<file path="src/ssle_pkg.sv">
package ssle_pkg;

	// List geometry
	localparam int DEPTH = 256;
	localparam int KEY_W = 20;
	localparam int CNT_W = $clog2(DEPTH + 1);
	localparam int LVL_N = (DEPTH > 1) ? $clog2(DEPTH) : 1;

	// Stream widths, padded to whole bytes
	localparam int S_TDATA_W = ((KEY_W + 7) / 8) * 8;
	localparam int M_TDATA_W = ((KEY_W + 3 + 7) / 8) * 8;

	localparam logic [KEY_W-1:0] SENTINEL = {KEY_W{1'b1}};

	typedef enum logic [1:0] {
		REQ_PUSH   = 2'd0,
		REQ_INSERT = 2'd1,
		REQ_REMOVE = 2'd2,
		REQ_SEARCH = 2'd3
	} req_t;

	typedef enum logic [1:0] {
		ST_OK    = 2'd0,
		ST_EMPTY = 2'd1,
		ST_FULL  = 2'd2
	} status_t;

	typedef enum logic {
		FSM_IDLE,
		FSM_EVAL
	} fsm_t;

	// Broadcast control shared by every cell of the row
	typedef struct packed {
		logic [KEY_W-1:0] cmp_key;  // key compared against each entry
		logic             cmp_en;   // capture compare flags
		logic [KEY_W-1:0] ins_key;  // key written at the insert point
		logic             shl;      // shift whole row toward the front
	} cell_ctl_t;

endpackage

</file>
<file path="src/ssle_cell.sv">
module ssle_cell (
	input  logic                      clk,
	input  ssle_pkg::cell_ctl_t       ctl,
	input  logic                      valid,
	input  logic                      ins,
	input  logic                      shr,
	input  logic [ssle_pkg::KEY_W-1:0] left,
	input  logic [ssle_pkg::KEY_W-1:0] right,
	output logic [ssle_pkg::KEY_W-1:0] entry,
	output logic                      stop,
	output logic                      eq
);
	import ssle_pkg::*;

	logic [KEY_W-1:0] entry_q;
	logic             stop_s1;
	logic             eq_s1;

	// Hold, load the new key, or take a neighbor's entry
	always_ff @(posedge clk) begin
		if (ins) begin
			entry_q <= ctl.ins_key;
		end else if (shr) begin
			entry_q <= left;
		end else if (ctl.shl) begin
			entry_q <= right;
		end
	end

	// Flag the scan stop point and an exact hit against the incoming key
	always_ff @(posedge clk) begin
		if (ctl.cmp_en) begin
			stop_s1 <= !valid || (entry_q >= ctl.cmp_key);
			eq_s1   <= (entry_q == ctl.cmp_key);
		end
	end

	assign entry = entry_q;
	assign stop  = stop_s1;
	assign eq    = eq_s1;

endmodule

</file>
<file path="config.mk">
export PLATFORM = sky130hd
export DESIGN_NAME = ssle_cell
export DESIGN_NICKNAME = d
export VERILOG_FILES = /design/src/ssle_pkg.sv /design/src/ssle_cell.sv
export SDC_FILE = /design/constraint.sdc
export NUM_CORES = 1
export LEC_CHECK = 0
export ABC_AREA = 1
export BUFFER_PORTS_ARGS = -buffer_cell sky130_fd_sc_hd__buf_2
export CAP_MARGIN = 10
export CORE_MARGIN = 3
export CORE_UTILIZATION = 42
export CTS_CLUSTER_SIZE = 10
export DETAILED_ROUTE_END_ITERATION = 10
export GPL_TIMING_DRIVEN = 0
export PLACE_DENSITY = 0.8
export SLEW_MARGIN = 20
export SYNTH_ARGS = -nofsm -noshare
export SYNTH_HDL_FRONTEND = slang
export SYNTH_SLANG_ARGS = --single-unit
</file>
<file path="constraint.sdc">
create_clock -name clk -period 1.57 [get_ports clk]
set_input_delay 0.0785 -clock clk [delete_from_list [all_inputs] [get_ports clk]]
set_output_delay 0.0785 -clock clk [all_outputs]
set_load 0.02 [all_outputs]
</file>
# After elaboration in Yosys (flattened, before gate mapping)
# Cells that the tools add are included.
# W data, S select, Z words.
totals:
  regBits: 22
  in_bits: 86
  output_inout_bits: 22
  elab_cells: 11
op_classes:
  order_cmp: 1
  n_eq_ne: 1
  muxes: 3
  n_reduce_logical: 3
op_table:
  columns: ["operator", "n"]
  rows:
  - ["$mux W20", 3]
  - ["$eq A20 B20 Y1", 1]
  - ["$ge A20 B20 Y1", 1]
  - ["$reduce_bool A3 Y1", 1]
  - ["$logic_not A1 Y1", 1]
  - ["$logic_or A1 B1 Y1", 1]

# Depth between registers and ports, before layout
depth:
  depth_word: 3
  ltp_mapped: 10
  depth_no_buf: 10

# Worst setup path after synthesis
# No wires, ideal clock.
synth_timing:
  path_kind: "reg-to-reg"
  from: "register entry_q[19] (netlist: entry[19])"
  to: "register stop_s1 (netlist: stop), data pin"
  setup_ns: 0.260
  arrival_ns: 1.243
  required_ns: 1.310
  setup_slack_ns: 0.067
  path_stages_with_launch: 7
  n_path_buf: 0
  period_less_slack_ns: 1.503
  cell_sequence: "edfxtp_1 > ha_1 > nand2_1 > nor2_2 > a21boi_2 > nor2_1 > nand3_2"
synth_between:
  elab_chain_len: 2
synth_rtl:
  columns: ["item", "line", "text"]
  rows:
  - ["start, declared", "ssle_cell.sv:15", "logic [KEY_W-1:0] entry_q;"]
  - ["start signal, assigned", "ssle_cell.sv:22", "entry_q <= ctl.ins_key;"]
  - ["start signal, assigned", "ssle_cell.sv:24", "entry_q <= left;"]
  - ["start signal, assigned", "ssle_cell.sv:26", "entry_q <= right;"]
  - ["$ge A20 B20 Y1", "ssle_cell.sv:33", "stop_s1 <= !valid || (entry_q >= ctl.cmp_key);"]
  - ["$logic_or A1 B1 Y1", "ssle_cell.sv:33", null]
  - ["end signal, assigned", "ssle_cell.sv:33", null]
  - ["end, declared", "ssle_cell.sv:16", "logic stop_s1;"]
# Every way passes these cells.
# A chain may end at the register's enable or synchronous reset.

# Final worst setup path
layout_timing:
  from: "register entry_q[11] (netlist: entry[11])"
  to: "register stop_s1 (netlist: stop), data pin"
# The elaborated chain is that of the path after synthesis.

==> flow_summary.json <==
{
  "path_buf_inv": 0,
  "io_pins": 108,
  "cp_top_family": "flip-flops",
  "max_stage_delay_ns": 0.43,
  "die_w_um": 68.95,
  "drt-pass1-iter-count": 4,
  "rrSetupSlack_ns": 0.11,
  "grt_max_degree": 21,
  "ys_types": 17,
  "synth_area_leaders": "edfxtp_1, ha_1, a21oi_1",
  "cts_num_sinks": 22,
  "final_antenna_net_count": 0,
  "final_nets": 430,
  "slew_headroom_pct": 45.57,
  "grt_pass1_wl_um": 6361,
  "hold_violations": 0,
  "gp_congestion": 0.8132,
  "tns_ns": 0,
  "cts.htree.levels": 1,
  "final_common_cell": "buf_2",
  "crit_type": "flip-flop to flip-flop",
  "cts_tree": "built",
  "start_util_pct": 44.45,
  "crit_path_end_kind": "flip-flop",
  "clock_latency_ns": 0.26,
  "grt_pass1_vias": 1561,
  "finalWirelength_um": 4198,
  "slew_viol_final": 0,
  "io_buffers": 107,
  "yosysWarnings": 0,
  "fp.dieArea_um2": 4753,
  "hold_slack_ns": 0.04110,
  "fin_cells": 370,
  "numCtsBuffers": 3,
  "clk_pin_slew_ns": 0.08,
  "placed_cells": 367,
  "path_cells": "ha_1 -> a21o_1 -> nor2_1 -> nand2_1 -> nand2_1 -> nand3_2",
  "fin_crit_sh_pct": 93.19,
  "vias": 1720,
  "antenna_found_initial": 0,
  "layout-drive-gt1-share_pct": 40.68,
  "fmaxAchievable_mhz": 683.5,
  "vdd_drop_max_mv": 0.4205,
  "rsz0062_at_grt": "false",
  "fp.coreArea_um2": 3744,
  "cp.required_ns": 1.58,
  "syn_inst": 212,
  "die_h_um": 68.95,
  "yosys.area.top_type": "edfxtp_1",
  "power-per-cell-area_nw_per_um2": 724.1,
  "cp_common_cell": "nand2_1",
  "min_path_type": "input port to flip-flop",
  "cts_setup_buffers": 0,
  "netlist_area_um2": 1664,
  "critPathSlowestCell": "edfxtp_1",
  "cts_buffer_depth": 2,
  "final_core_util_pct": 61.87,
  "critical_path.max_fanout": 2,
  "leakagePower_nw": 1.268,
  "syn-num-nets": 318,
  "n_antenna_cell": 0,
  "synth_seq_cells": 22,
  "hpwl_um": 3562,
  "drc_errors": 0,
  "cap_violations": 0,
  "min_period_ns": 1.463,
  "fin_worst_skew_ns": 0.002942,
  "setup_violations": 0,
  "rows": 22,
  "syn_to_final_growth_pct": 39.17,
  "wl_per_cell_um": 11.35,
  "cp.arrival_ns": 1.47,
  "layout_common_cells": "buf_2, nand2_1, a21oi_1",
  "start_kind": "flip-flop",
  "clockRootBuffer": "clkbuf_8",
  "status": "completed",
  "max_slew.worst_pin.slew_ns": 0.8145,
  "total_power_mw": 1.677,
  "grt_overflow_total": 0,
  "track_usage_pct": 17.72,
  "ys_seq_area_share_pct": 39.70,
  "yosysTopAreaCellShare_pct": 39.70,
  "viasPerCell": 4.649,
  "syn_avg_cell_area_um2": 7.850,
  "drt_iter0_drc": 33
}
==> cells in the mapped netlist <==
library cell	count
a21boi_2	1
nand2_1	47
a21o_1	1
ha_1	20
inv_1	29
nor2_1	27
nor2_2	3
a21oi_1	45
buf_2	6
inv_2	2
nand3_2	1
edfxtp_1	22
o21ai_0	1
nor4_2	1
buf_4	2
o21ai_1	1
nand2_2	3
==> where the power goes <==
| part | switching, mW | internal [mW] |
|---|---|---|
| clock network | 0.171 | 0.171 |
| logic | 0.322 | 0.247 |
| registers | 0.0418 | 0.725 |
==> worst paths after layout <==
kind,start,endpoint,depth (start not counted)
setup / recovery,entry[11]$_DFFE_PP_,stop$_DFFE_PP_,6
setup reg to reg,entry[11]$_DFFE_PP_,stop$_DFFE_PP_,6
hold reg to reg,entry[2]$_DFFE_PP_,stop$_DFFE_PP_,5
hold / removal,ctl[21],eq$_DFFE_PP_,1
==> timing repair <==
| item | CTS | global route |
|---|---|---|
| endpoints found under the setup margin | 0 | 1 |
| hold buffers | 0 | 0 |
| gates resized for setup | 0 | 2 |
==> layer usage <==
metal | global-route usage [%] | wire (um) | vias to the layer above | part of all wire (%)
met5 | 0 | 0 | - | 0
met4 | 5.596 | 63 | 0 | 1.5
met3 | 1.945 | 211 | 8 | 5.0
met2 | 31.43 | 2204 | 56 | 53
met1 | 22.38 | 1719 | 741 | 41
li1 | - | - | 915 | -
==> worst reg2reg max path: stages (launching register included) <==
cell and delay (ns):
edfxtp_1 0.43, ha_1 0.32, a21o_1 0.18, nor2_1 0.11
nand2_1 0.06, nand2_1 0.06, nand3_2 0.05
==> through the flow <==
| stage | area, um2 | setup slack (ns) |
|---|---|---|
| 2_1_floorplan | 1664 | 0.06701 |
| 3_3_place_gp | 2260 | 0.08968 |
| 3_5_place_dp | 2260 | 0.09880 |
| 4_1_cts | 2301 | 0.09092 |
| 5_1_grt | 2316 | 0.02104 |
| 6_report | 2316 | 0.1068 |
==> flip-flops by register name (all words and copies together), names as in the netlist <==
register,count
stop,1
entry,20
eq,1
==> cell type report <==
type                            count  area [um2]
Tap cell                           48       60.06
Fill cell                         369        1428
Timing Repair Buffer              107       535.5
Inverter                           31       116.4
Sequential cell                    22       660.6
Clock buffer                        3       41.29
Buffer                              8       45.04
Multi-Input combinational cell    151       857.1
==> cell families after synthesis <==
kind of cell,after synthesis,synth area share (%)
AND/OR/NAND/NOR,82,20.30
AO/OA/AOI/OAI,49,15.26
buffers and inverters,39,9.699
flip-flops,22,39.70
adder cells (fa/ha/maj),20,15.04
Power figures use the tool's default switching activity.
