$ cat src/ssle_pkg.sv
package ssle_pkg;

	// List geometry
	localparam int DEPTH = 256;
	localparam int KEY_W = 20;
	localparam int CNT_W = $clog2(DEPTH + 1);
	localparam int LVL_N = (DEPTH > 1) ? $clog2(DEPTH) : 1;

	// Stream widths, padded to whole bytes
	localparam int S_TDATA_W = ((KEY_W + 7) / 8) * 8;
	localparam int M_TDATA_W = ((KEY_W + 3 + 7) / 8) * 8;

	localparam logic [KEY_W-1:0] SENTINEL = {KEY_W{1'b1}};

	typedef enum logic [1:0] {
		REQ_PUSH   = 2'd0,
		REQ_INSERT = 2'd1,
		REQ_REMOVE = 2'd2,
		REQ_SEARCH = 2'd3
	} req_t;

	typedef enum logic [1:0] {
		ST_OK    = 2'd0,
		ST_EMPTY = 2'd1,
		ST_FULL  = 2'd2
	} status_t;

	typedef enum logic {
		FSM_IDLE,
		FSM_EVAL
	} fsm_t;

	// Broadcast control shared by every cell of the row
	typedef struct packed {
		logic [KEY_W-1:0] cmp_key;  // key compared against each entry
		logic             cmp_en;   // capture compare flags
		logic [KEY_W-1:0] ins_key;  // key written at the insert point
		logic             shl;      // shift whole row toward the front
	} cell_ctl_t;

endpackage

$ cat src/ssle_prefix.sv
module ssle_prefix (
	input  logic [ssle_pkg::DEPTH-1:0] stop,
	output logic [ssle_pkg::DEPTH-1:0] pre,
	output logic [ssle_pkg::DEPTH-1:0] first
);
	import ssle_pkg::*;

	logic [DEPTH-1:0] lvl [LVL_N+1];

	// Log-depth inclusive prefix OR over the stop flags
	always_comb begin
		lvl[0] = stop;
		for (int l = 0; l < LVL_N; l++) begin
			for (int i = 0; i < DEPTH; i++) begin
				if (i >= (1 << l)) begin
					lvl[l+1][i] = lvl[l][i] | lvl[l][i - (1 << l)];
				end else begin
					lvl[l+1][i] = lvl[l][i];
				end
			end
		end
	end

	assign pre   = lvl[LVL_N];
	assign first = pre & ~(pre << 1);

endmodule

$ cat config.mk
export PLATFORM = sky130hd
export DESIGN_NAME = ssle_prefix
export DESIGN_NICKNAME = d
export VERILOG_FILES = /design/src/ssle_pkg.sv /design/src/ssle_prefix.sv
export SDC_FILE = /design/constraint.sdc
export NUM_CORES = 1
export LEC_CHECK = 0
export BUFFER_PORTS_ARGS = -buffer_cell sky130_fd_sc_hd__buf_2
export CORE_AREA = 5 5 293 295
export DETAILED_ROUTE_END_ITERATION = 12
export DIE_AREA = 0 0 298 300
export GPL_ROUTABILITY_DRIVEN = 0
export PLACE_DENSITY = 0.33
export SYNTH_ARGS = -nofsm -noshare
export SYNTH_HDL_FRONTEND = slang
export SYNTH_SLANG_ARGS = --single-unit
$ cat constraint.sdc
create_clock -name vclk -period 3.08
set_input_delay 0.154 -clock vclk [all_inputs]
set_output_delay 0.154 -clock vclk [all_outputs]
set_load 0.05 [all_outputs]
After elaboration in Yosys (flattened, before gate mapping)

Cells that the tools add are included.

Bitwise operators: 1795

Operator list:

| kind                | count |
|---|---|
| $or A1 B1 Y1        | 1793 |
| $and A256 B256 Y256 | 1 |
| $not A256 Y256      | 1 |

Word-level logic and storage cells: 1795
Bits in registers: 0
Output and inout port bits: 512

Logic depth before layout (Yosys ltp)

Gate-level depths: netlist of run 1.

Word-level depth: 10
Gate-level depth with buffers: 11
Gate-level depth less buffers: 10

Worst setup path after synthesis of run 1

Ideal clock, no wire load.

Kind: input to output
Start point: input port stop[28] (netlist name)
End point: output port first[160] (netlist name)
Arrival: 4.806 ns
Slack: -1.880 ns
Stages on the path: 9
Buffers on the path: 0
Path through: or4_4 or4b_1 nor3_4 nand4b_2 nor3_2 inv_1 nor2_1 inv_1 nor4_1

Cells in the longest elaborated chain, start to end: 8
Elaborated cells on any way between the ends: 15
Classes of those cells: bitwise: 15

RTL lines:

| item                                                  | line                                 | RTL |
|---|---|---|
| start, declared                                       | ssle_prefix.sv:2                     | `input logic [ssle_pkg::DEPTH-1:0] stop,` |
| $or A1 B1 Y1 (6 in series)                            | ssle_prefix.sv:16                    | `lvl[l+1][i] = lvl[l][i] \| lvl[l][i - (1 << l)];` |
| $or A1 B1 Y1 / $not A256 Y256 (equally long branches) | ssle_prefix.sv:16, ssle_prefix.sv:25 |  |
| $and A256 B256 Y256 (*)                               | ssle_prefix.sv:25                    | `assign first = pre & ~(pre << 1);` |
| end, declared                                         | ssle_prefix.sv:4                     | `output logic [ssle_pkg::DEPTH-1:0] first` |

Mark *: on every way between the ends. The rest lies on a longest branch, timed or not.

Worst setup path in the final report of run 1

Start point: input port stop[28] (netlist name)
End point: output port first[206] (netlist name)

Cells in the longest elaborated chain, start to end: 10
Elaborated cells on any way between the ends: 18
Classes of those cells: bitwise: 18

RTL lines:

| item                       | line |
|---|---|
| $or A1 B1 Y1 (8 in series) | ssle_prefix.sv:16 |
| $not A256 Y256             | ssle_prefix.sv:25 |
| $and A256 B256 Y256 (*)    | ssle_prefix.sv:25 |

Marked as above.

==> summary.md, run 1 <==
| Metric | Value |
|---|---|
| Crit path DAT | approximately 3400 ps |
| IO buf count | 768 |
| Hold_sp | stop[252] |
| DIE WIDTH | just under 300 µm |
| Worst-margin pin slew | 841.0 ps |
| Sw Share | 0.5209 |
| Hold_ws | 654.2 ps |
| Critical Path Stages | 16 |
| Fin area | around 25000 µm² |
| Total track usage | 0.2069 |
| Vias in the first global route | between 15000 and 20000 |
| I/O pin cnt | around 770 |
| Tmin final | 3557 ps |
| Slew HR | 0.4341 |
| Die ar. | 89400 µm² |
| Leakage | between 10 and 15 nW |
| Setup violators final | between 200 and 300 |
| Crit-path cells | buf_6 -> or4_4 -> buf_6 -> or4b_4 -> nor3_4 -> buf_12 -> buf_6 -> buf_8 -> nand4_1 -> buf_4 -> nor4_4 -> buf_6 -> nand4_1 -> buf_6 -> and2_4 -> buf_12 |
| Max VDD drop | about 0.024 mV |
| Commonest cells after routing, fill and taps aside | 663 x buf_4, 420 x buf_2, 297 x buf_6 |
| Cell variety after synth | 42 |
| HP Class | in -> out |
| Hold_buf cts | 0 |
| CP max stage delay | between 500 and 600 ps |
| Maximum fanout along the worst path | 5 |
| Clock buf count | 0 |
| Sw power | roughly 0.43 mW |
| Combinational power share | 1.000 |
| Area of the multi-input gates | between 8000 and 9000 µm² |
| Most common cell after layout, fill and taps aside | buf_4 |
| Drc violations | 0 |
| Mapped Area | approximately 6200 µm² |
| Achievable Freq | 281.2 MHz |
| Seq Cell Count | 0 |
| Power, Total | just over 0.8 mW |
| Register area | 0 µm² |
| Max Cap Violations | 0 |
| Setup WS pre-CTS | -723.2 ps |
| Pwr per Cell Area | approximately 33 nW/µm² |
| Hold Path Sink | first[253] |
| Syn Inst Count | roughly 1100 |
| Chip Height | about 300 µm |
| Crit path buffers/inverters | 9 |
| Most frequent cell on the critical path | buf_6 |
| Post-synthesis net count | between 1000 and 1500 |
| Layout fillers | between 8000 and 9000 |
| Initial Util | 0.07440 |
| First-pass GRT wire length | around 130 mm |
| Std cell rows | around 110 |
| Hold Fails Final Rpt | 0 |
| P_int | 0.3945 mW |
| WL per Instance | 26.34 µm |
| Largest net degree at the start of global routing | 9 |
| Setup TNS Final | -60970 ps |
| Core footprint | a little over 80000 µm² |
| Post-DR vias/cell | approximately 4.2 |
| Final Max Slew Viols | 0 |
| Failing checks | negative setup slack |
| Final WS setup | -476.5 ps |
| GR Overflow Total | 0 |
| RSZ-0062 raised after global routing | yes |
| Post-DP HPWL | ~90 mm |
| Layout Nets | 2971 |
| Vias | 16103 |
| Tcrit/Tclk final | 1.155 |
| CP max stage cell | or4_4 |
| CP endpoint kind | output port |
| Hold Path Depth | 3 |
| Setup CP Type | in -> out |
| Antenna violations before repair | 31 |
| Ys Warns | 0 |
| Seq pwr share | 0 |
| Drt total wl | 100.2 mm |
| Ratio of cells with drive above 1 in the final layout | 0.7818 |
| Critical Path RT | between 2000 and 3000 ps |
| Avg Cell Area, Syn | between 5 and 6 µm² |
| DRT Pass-1 Iters | 5 |
| Final ANT Viol Nets | 0 |
| Delay-heaviest family, CP | simple AND/OR/NAND/NOR gates |
| Seq/Total Area, Yosys | 0 |
| P&R area growth vs syn | 309.2% |
| Placed Instance Area | roughly 20000 µm² |
| Clock Power Share | 0 |
| Status | finished, violations left |
| Worst setup SP type | input pin |
| DRT iter0 DRCs | 774 |
## routing by layer
layer | routed length [µm] | up-vias | GRT usage
li1 | - | 7353 | -
met1 | 38870 | 7833 | 0.2415
met2 | 52890 | 759 | 0.4045
met3 | 5850 | 146 | 0.02997
met4 | 2477 | 12 | 0.03249
met5 | 82 | - | 0
## synth_stat cells, types with 2 or more instances
cell      count  area share
nor2_1      171        0.10
nand2_1     108       0.066
or3_4         2      0.0037
and2_1       42       0.043
buf_4         3      0.0037
or2_2        27       0.027
nor4_2        8       0.016
or4b_2        2      0.0032
buf_2         5      0.0041
and4_1       11       0.016
and3_1       21       0.021
nor3_1       77       0.062
nor3_4        3      0.0079
inv_2         3      0.0018
a31oi_1       2      0.0020
nand2b_1     17       0.017
a21oi_1      53       0.043
or4_4         7       0.013
nor4_4        2      0.0069
nor4b_1       4      0.0057
or3_1        75       0.076
or4_1        66       0.080
nor3_2        6      0.0097
inv_1        62       0.038
nor3b_1       2      0.0024
nand3_1      55       0.045
nand3b_1      9       0.011
nand4b_1      7      0.0099
nand4_1      56       0.057
nor4_1       88       0.089
or4b_1        2      0.0032
clkbuf_1     13      0.0079
nor2b_1      88       0.089
## tightest hold or removal path, cell delays in order
cell	delay (ps)
buf_2	140
nor4b_4	60
buf_6	140
## per-stage QoR
stage,std cells,util
final,3803,0.3045
after global routing,3795,0.3042
after CTS,3715,0.2773
after detailed placement,3620,0.2421
after global placement,3620,0.2421
after floorplan,1106,-
## power by group through the flow
stage                       Clock (mW)  Combinational (mW)  Sequential [mW]
after floorplan                      0               0.144                0
after global placement               0               0.772                0
after detailed placement             0               0.774                0
after CTS                            0               0.808                0
after global routing      0.0000000872               0.872                0
final                      0.000000351               0.824                0
## area by class of cell
cell class,instances,area share
multi-input combinational,1020,0.3466
inverter,65,0.01304
antenna,10,0.0009916
timing repair buffer,1628,0.5859
tap,1080,0.05355
## timing repair
item	in CTS	in global routing
gates resized for setup	584	531
pin swaps	76	104
buffers inserted	100	103
gates cloned	0	0
endpoints found under the setup margin	327	340
## how the worst max path moves through the flow
stage / startpoint / to / slack, ps
final: stop[28] / first[206] / -480
after floorplan: stop[28] / first[70] / -860
after CTS: stop[28] / first[254] / -440
after global routing: stop[28] / first[151] / -530
after detailed placement: stop[75] / first[209] / -720
after global placement: stop[76] / first[209] / -780
## logic make-up after synthesis
| kind of cell | Yosys count | share of synthesized area |
|---|---|---|
| AO/OA/AOI/OAI | 56 | 0.04646 |
| buffers and inverters | 86 | 0.05518 |
| AND/OR/NAND/NOR | 964 | 0.8984 |
No activity file was read; power rests on OpenSTA's default activity.
==> inputs of run 2 (changes only) <==
--- a/config.mk
+++ b/config.mk
@@ -6,11 +6,13 @@
 export NUM_CORES = 1
 export LEC_CHECK = 0
 export BUFFER_PORTS_ARGS = -buffer_cell sky130_fd_sc_hd__buf_2
+export CAP_MARGIN = 20
 export CORE_AREA = 5 5 293 295
 export DETAILED_ROUTE_END_ITERATION = 12
 export DIE_AREA = 0 0 298 300
 export GPL_ROUTABILITY_DRIVEN = 0
 export PLACE_DENSITY = 0.33
+export RECOVER_POWER = 100
 export SYNTH_ARGS = -nofsm -noshare
 export SYNTH_HDL_FRONTEND = slang
 export SYNTH_SLANG_ARGS = --single-unit
==> run 2 against run 1 <==
Compared with the run above:
- total power down 0.19%
- first-iteration DRC count down 2.8%
- clock-buffer cell count unchanged
- the flow still finishes with violations (negative setup slack)
- hold slack unchanged
- flip-flop and latch count unchanged
- critical endpoint unchanged
- critical path type unchanged
- maximum frequency down 0.14%
- global-route usage unchanged
- die area unchanged
==> summary.md, run 2 (same netlist as run 1, synthesis figures left out) <==
| Metric | Value |
|---|---|
| Ratio of cells with drive above 1 in the final layout | 0.7523 (-0.02949) |
| Post-DP HPWL | 90.12 mm (unchanged) |
| Vias | 16062 (-0.25%) |
| Post-DR vias/cell | 4.228 (-0.15%) |
| GR Overflow Total | 0 (unchanged) |
| Hold_ws | 654.2 ps (unchanged) |
| Status | finished, violations left |
| Seq Cell Count | 0 (unchanged) |
| Pwr per Cell Area | 32.91 nW/µm² (+0.86%) |
| Antenna violations before repair | 31 (unchanged) |
| Total track usage | 0.2069 (unchanged) |
| Fin area | 24980 µm² (-1.0%) |
| Tcrit/Tclk final | 1.156 (+0.001637) |
| Largest net degree at the start of global routing | 9 (unchanged) |
| CP endpoint kind | output port |
| Max Cap Violations | 0 (unchanged) |
| WL per Instance | 26.38 µm (+0.15%) |
| I/O pin cnt | 768 (unchanged) |
| Vias in the first global route | 17010 (unchanged) |
| Clock buf count | 0 (unchanged) |
| Final WS setup | -481.6 ps (-5.043 ps) |
| DRT iter0 DRCs | 752 (-2.8%) |
| Layout fillers | 9002 (+0.69%) |
| Worst setup SP type | input pin |
| Tmin final | 3562 ps (+5.043 ps) |
| Hold Fails Final Rpt | 0 (unchanged) |
| Core footprint | 82890 µm² (unchanged) |
| HP Class | in -> out |
| Drc violations | 0 (unchanged) |
| Die ar. | 89400 µm² (unchanged) |
| Maximum fanout along the worst path | 5 (unchanged) |
| Power, Total | 0.8221 mW (-0.19%) |
| Max VDD drop | 0.02315 mV (-2.6%) |
| Worst-margin pin slew | 845.4 ps (+4.338 ps) |
| Std cell rows | 106 (unchanged) |
| Slew HR | 0.4312 (-0.002919) |
| Failing checks | negative setup slack |
| Achievable Freq | 280.8 MHz (-0.14%) |
| Layout Nets | 2971 (unchanged) |
| Setup violators final | 305 (+8.2%) |
| Leakage | 11.53 nW (-1.7%) |
| Crit path DAT | 3410 ps (about the same) |
| Critical Path RT | 2930 ps (about the same) |
| DRT Pass-1 Iters | 5 (unchanged) |
| Placed Instance Area | 20070 µm² (unchanged) |
| Setup TNS Final | -70560 ps (-9589 ps) |
| Final ANT Viol Nets | 0 (unchanged) |
| Final Max Slew Viols | 0 (unchanged) |
| Setup crit end | first[206] |
| Register area | 0 µm² (unchanged) |
| Drt total wl | 100.2 mm (about the same) |
| First-pass GRT wire length | 134.9 mm (unchanged) |
| Commonest cells after routing, fill and taps aside | 652 x buf_4, 301 x buf_2, 296 x buf_6 |
| IO buf count | 768 (unchanged) |
| P&R area growth vs syn | 305.0% |
| CP startpoint | stop[28] |
| Most common cell after layout, fill and taps aside | buf_4 |
| Initial Util | 0.07440 (unchanged) |
| RSZ-0062 raised after global routing | yes |
| Chip Height | 300 µm (unchanged) |
| DIE WIDTH | 298 µm (unchanged) |
| Setup CP Type | in -> out |
-- run 2: repair_timing --
item                       in CTS  in global routing
setup endpoints to repair     327                340
buffers inserted              100                103
resized for setup             584                531
hold buffers                    0                  0
pin swaps                      76                104
-- run 2: layer usage --
metal,part of all wire,vias to the layer above,GRT usage
met4,0.025,12,0.03249
met1,0.39,7823,0.2415
met5,0.00082,-,0
met2,0.53,731,0.4045
li1,-,7351,-
met3,0.057,145,0.02997
-- run 2: worst min path at each step --
stage,start,endpoint,slack [ps],cells past startpoint
final,stop[252],first[253],650,3
after global routing,stop[252],first[253],660,3
after CTS,stop[252],first[253],660,3
after detailed placement,stop[252],first[253],710,3
after global placement,stop[252],first[253],710,3
after floorplan,stop[159],first[160],370,1
-- run 2: worst max-delay path, stage by stage --
cell and delay, ps:
buf_6 90, or4_4 560, buf_6 150, or4b_4 490
nor3_4 180, buf_12 150, buf_6 90, buf_8 100
nand4_1 220, buf_4 250, nor4_4 140, buf_6 190
nand4_1 130, buf_6 220, and2_4 140, buf_12 140
-- run 2: cell type report --
cell class         instances  area, µm²  area share
inverters                 65      329.1     0.01318
well taps               1080       1351     0.05411
repair buffers          1628      14560      0.5830
multi-input cells       1020       8718      0.3491
diodes                     6      15.01   0.0006012
-- run 2: power by group --
part	internal [mW]	switching, mW
combinational	0.393	0.429
sequential	0	0
clock	0.000000262	0
total	0.393	0.429
-- run 2: metrics by stage --
step / utilization / worst slack, ps / std cells
floorplan: - / -862.8 / 1106
global placement: 0.2421 / -779.7 / 3620
global route: 0.3012 / -535.0 / 3795
finish: 0.3013 / -481.6 / 3799
CTS: 0.2773 / -444.9 / 3715
detailed placement: 0.2421 / -723.2 / 3620
==> inputs of run 3 (changes only) <==
==> constraint.sdc (replaced) <==
create_clock -name vclk -period 3.08
set_input_delay 0.77 -clock vclk [all_inputs]
set_output_delay 0.77 -clock vclk [all_outputs]
set_load 0.05 [all_outputs]
==> run 3 against run 2 <==
Compared with the run above:
- the run still ends with negative setup slack left
- flip-flop and latch count is the same
- combinational power grew 15%
- setup slack lost 1200 ps
- die area is the same
- maximum frequency shrank 25%
- via count grew 2.7%
- wire length grew 2.4%
- utilization grew 5.0 points
- global-route usage grew 0.57 points
- first-iteration DRC count shrank 8.6%
- hold slack gained 1300 ps
- critical path depth shrank 4
- critical endpoint is now first[150]
- largest power group unchanged
==> summary.md, run 3 (same netlist as run 1, synthesis figures left out) <==
| Metric | Value |
|---|---|
| Std cell rows | 106 (unchanged) |
| I/O pin cnt | 768 (unchanged) |
| Die ar. | 89400 µm² (unchanged) |
| Setup violators final | 495 (+62%) |
| HP Class | in -> out |
| Largest net degree at the start of global routing | 9 (unchanged) |
| Hold_buf cts | 0 (unchanged) |
| Commonest cells after routing, fill and taps aside | 739 x buf_4, 392 x buf_6, 284 x buf_2 |
| RSZ-0062 raised after global routing | yes |
| Leakage | 13.47 nW (+17%) |
| Sw Share | 0.5038 (-0.01843) |
| Combinational power share | 1.000 (about the same) |
| Vias | 16501 (+2.7%) |
| DIE WIDTH | 298 µm (unchanged) |
| Clock buf count | 0 (unchanged) |
| Final Max Slew Viols | 0 (unchanged) |
| Setup TNS Final | -572210 ps (-501650 ps) |
| Maximum fanout along the worst path | 3 (-2) |
| Critical Path RT | 2310 ps (-620 ps) |
| P&R area growth vs syn | 372.3% |
| Pwr per Cell Area | 32.55 nW/µm² (-1.1%) |
| Worst setup SP type | input pin |
| Final ANT Viol Nets | 0 (unchanged) |
| Drt total wl | 102.7 mm (+2.4%) |
| Initial Util | 0.07440 (unchanged) |
| Seq Cell Count | 0 (unchanged) |
| Chip Height | 300 µm (unchanged) |
| Hold_sp | stop[252] |
| Worst-margin pin slew | 612.0 ps (-233.4 ps) |
| First-pass GRT wire length | 138.7 mm (+2.8%) |
| Hold Fails Final Rpt | 0 (unchanged) |
| Failing checks | negative setup slack |
| Final WS setup | -1673 ps (-1192 ps) |
| Achievable Freq | 210.4 MHz (-25%) |
| WL per Instance | 25.90 µm (-1.8%) |
| Register area | 0 µm² (unchanged) |
| Tcrit/Tclk final | 1.543 (+0.3869) |
| Ratio of cells with drive above 1 in the final layout | 0.8331 (+0.08080) |
| Status | finished, violations left |
| Max VDD drop | 0.02921 mV (+26%) |
| Layout Nets | 3134 (+5.5%) |
| CP startpoint | stop[28] |
| Crit path DAT | 3980 ps (+570 ps) |
| Slew HR | 0.5938 (+0.1626) |
| Antenna violations before repair | 19 (-39%) |
| Fin area | 29130 µm² (+17%) |
| Tmin final | 4753 ps (+1192 ps) |
| Vias in the first global route | 17853 (+5.0%) |
| Post-DP HPWL | 92.00 mm (+2.1%) |
| DRT Pass-1 Iters | 4 (-1) |
| Max Cap Violations | 0 (unchanged) |
| Sw power | 0.4777 mW (+11%) |
| Placed Instance Area | 22240 µm² (+11%) |
| DRT iter0 DRCs | 687 (-8.6%) |
| Setup CP Type | in -> out |
| Most common cell after layout, fill and taps aside | buf_4 |
| P_int | 0.4705 mW (+20%) |
| Total track usage | 0.2126 (+0.005688) |
| Drc violations | 0 (unchanged) |
| Fin util | 0.3514 (+0.05008) |
| CP endpoint kind | output port |
| GR Overflow Total | 0 (unchanged) |
| IO buf count | 768 (unchanged) |
| Seq pwr share | 0 (unchanged) |
| Clock Power Share | 0 (unchanged) |
| Post-DR vias/cell | 4.163 (-1.5%) |
| Hold Path Depth | 3 (unchanged) |
| Core footprint | 82890 µm² (unchanged) |
| Layout fillers | 8461 (-6.0%) |
-- run 3: area by class of cell --
class              count  area (µm²)  area share
inverters             65       372.9     0.01280
multi-input cells   1020        9697      0.3329
well taps           1080        1351     0.04639
diodes                 8       20.02   0.0006873
repair buffers      1791       17690      0.6072
-- run 3: metrics by stage --
step / total power, mW / cells / setup WS [ps] / hold slack, ps
after floorplan: 0.1604 / 1106 / -2095 / 1604
after global placement: 0.8909 / 3775 / -1898 / 1910
after detailed placement: 0.8942 / 3775 / -1896 / 1912
after CTS: 0.9298 / 3898 / -1674 / 1915
after global routing: 1.006 / 3962 / -1700 / 1925
final: 0.9482 / 3964 / -1673 / 1913
-- run 3: per-layer routing --
metal | track usage | share of wire | up-vias
met5 | 0 | 0.00013 | -
met1 | 0.2485 | 0.39 | 8018
met2 | 0.4150 | 0.53 | 675
li1 | - | - | 7703
met4 | 0.03528 | 0.027 | 2
met3 | 0.02968 | 0.047 | 103
-- run 3: path summary, 6_finish.rpt --
kind	endpoint	slack (ps)
max	first[150]	-1670
min	first[253]	1910
-- run 3: power by group through the flow --
stage	clock [mW]	combinational, mW	sequential, mW
after detailed placement	0	0.894	0
after floorplan	0	0.160	0
final	0.000000350	0.948	0
after global placement	0	0.891	0
after global routing	0.000000261	1.01	0
after CTS	0	0.930	0
-- run 3: critical path, stage by stage --
cell and delay [ps]:
buf_6 90, or4_4 560, buf_6 150, or4b_4 490
nor3_4 170, buf_12 150, nand4b_4 240, nor3_4 320
clkinvlp_4 160, or4_4 560, nor2b_4 160, buf_6 140
-- run 3: timing repair --
item | 4_1_cts | 5_1_grt
buffers inserted | 125 | 136
pin swaps | 123 | 149
gates resized for setup | 794 | 902
setup endpoints to repair | 496 | 498
gates cloned | 0 | 0
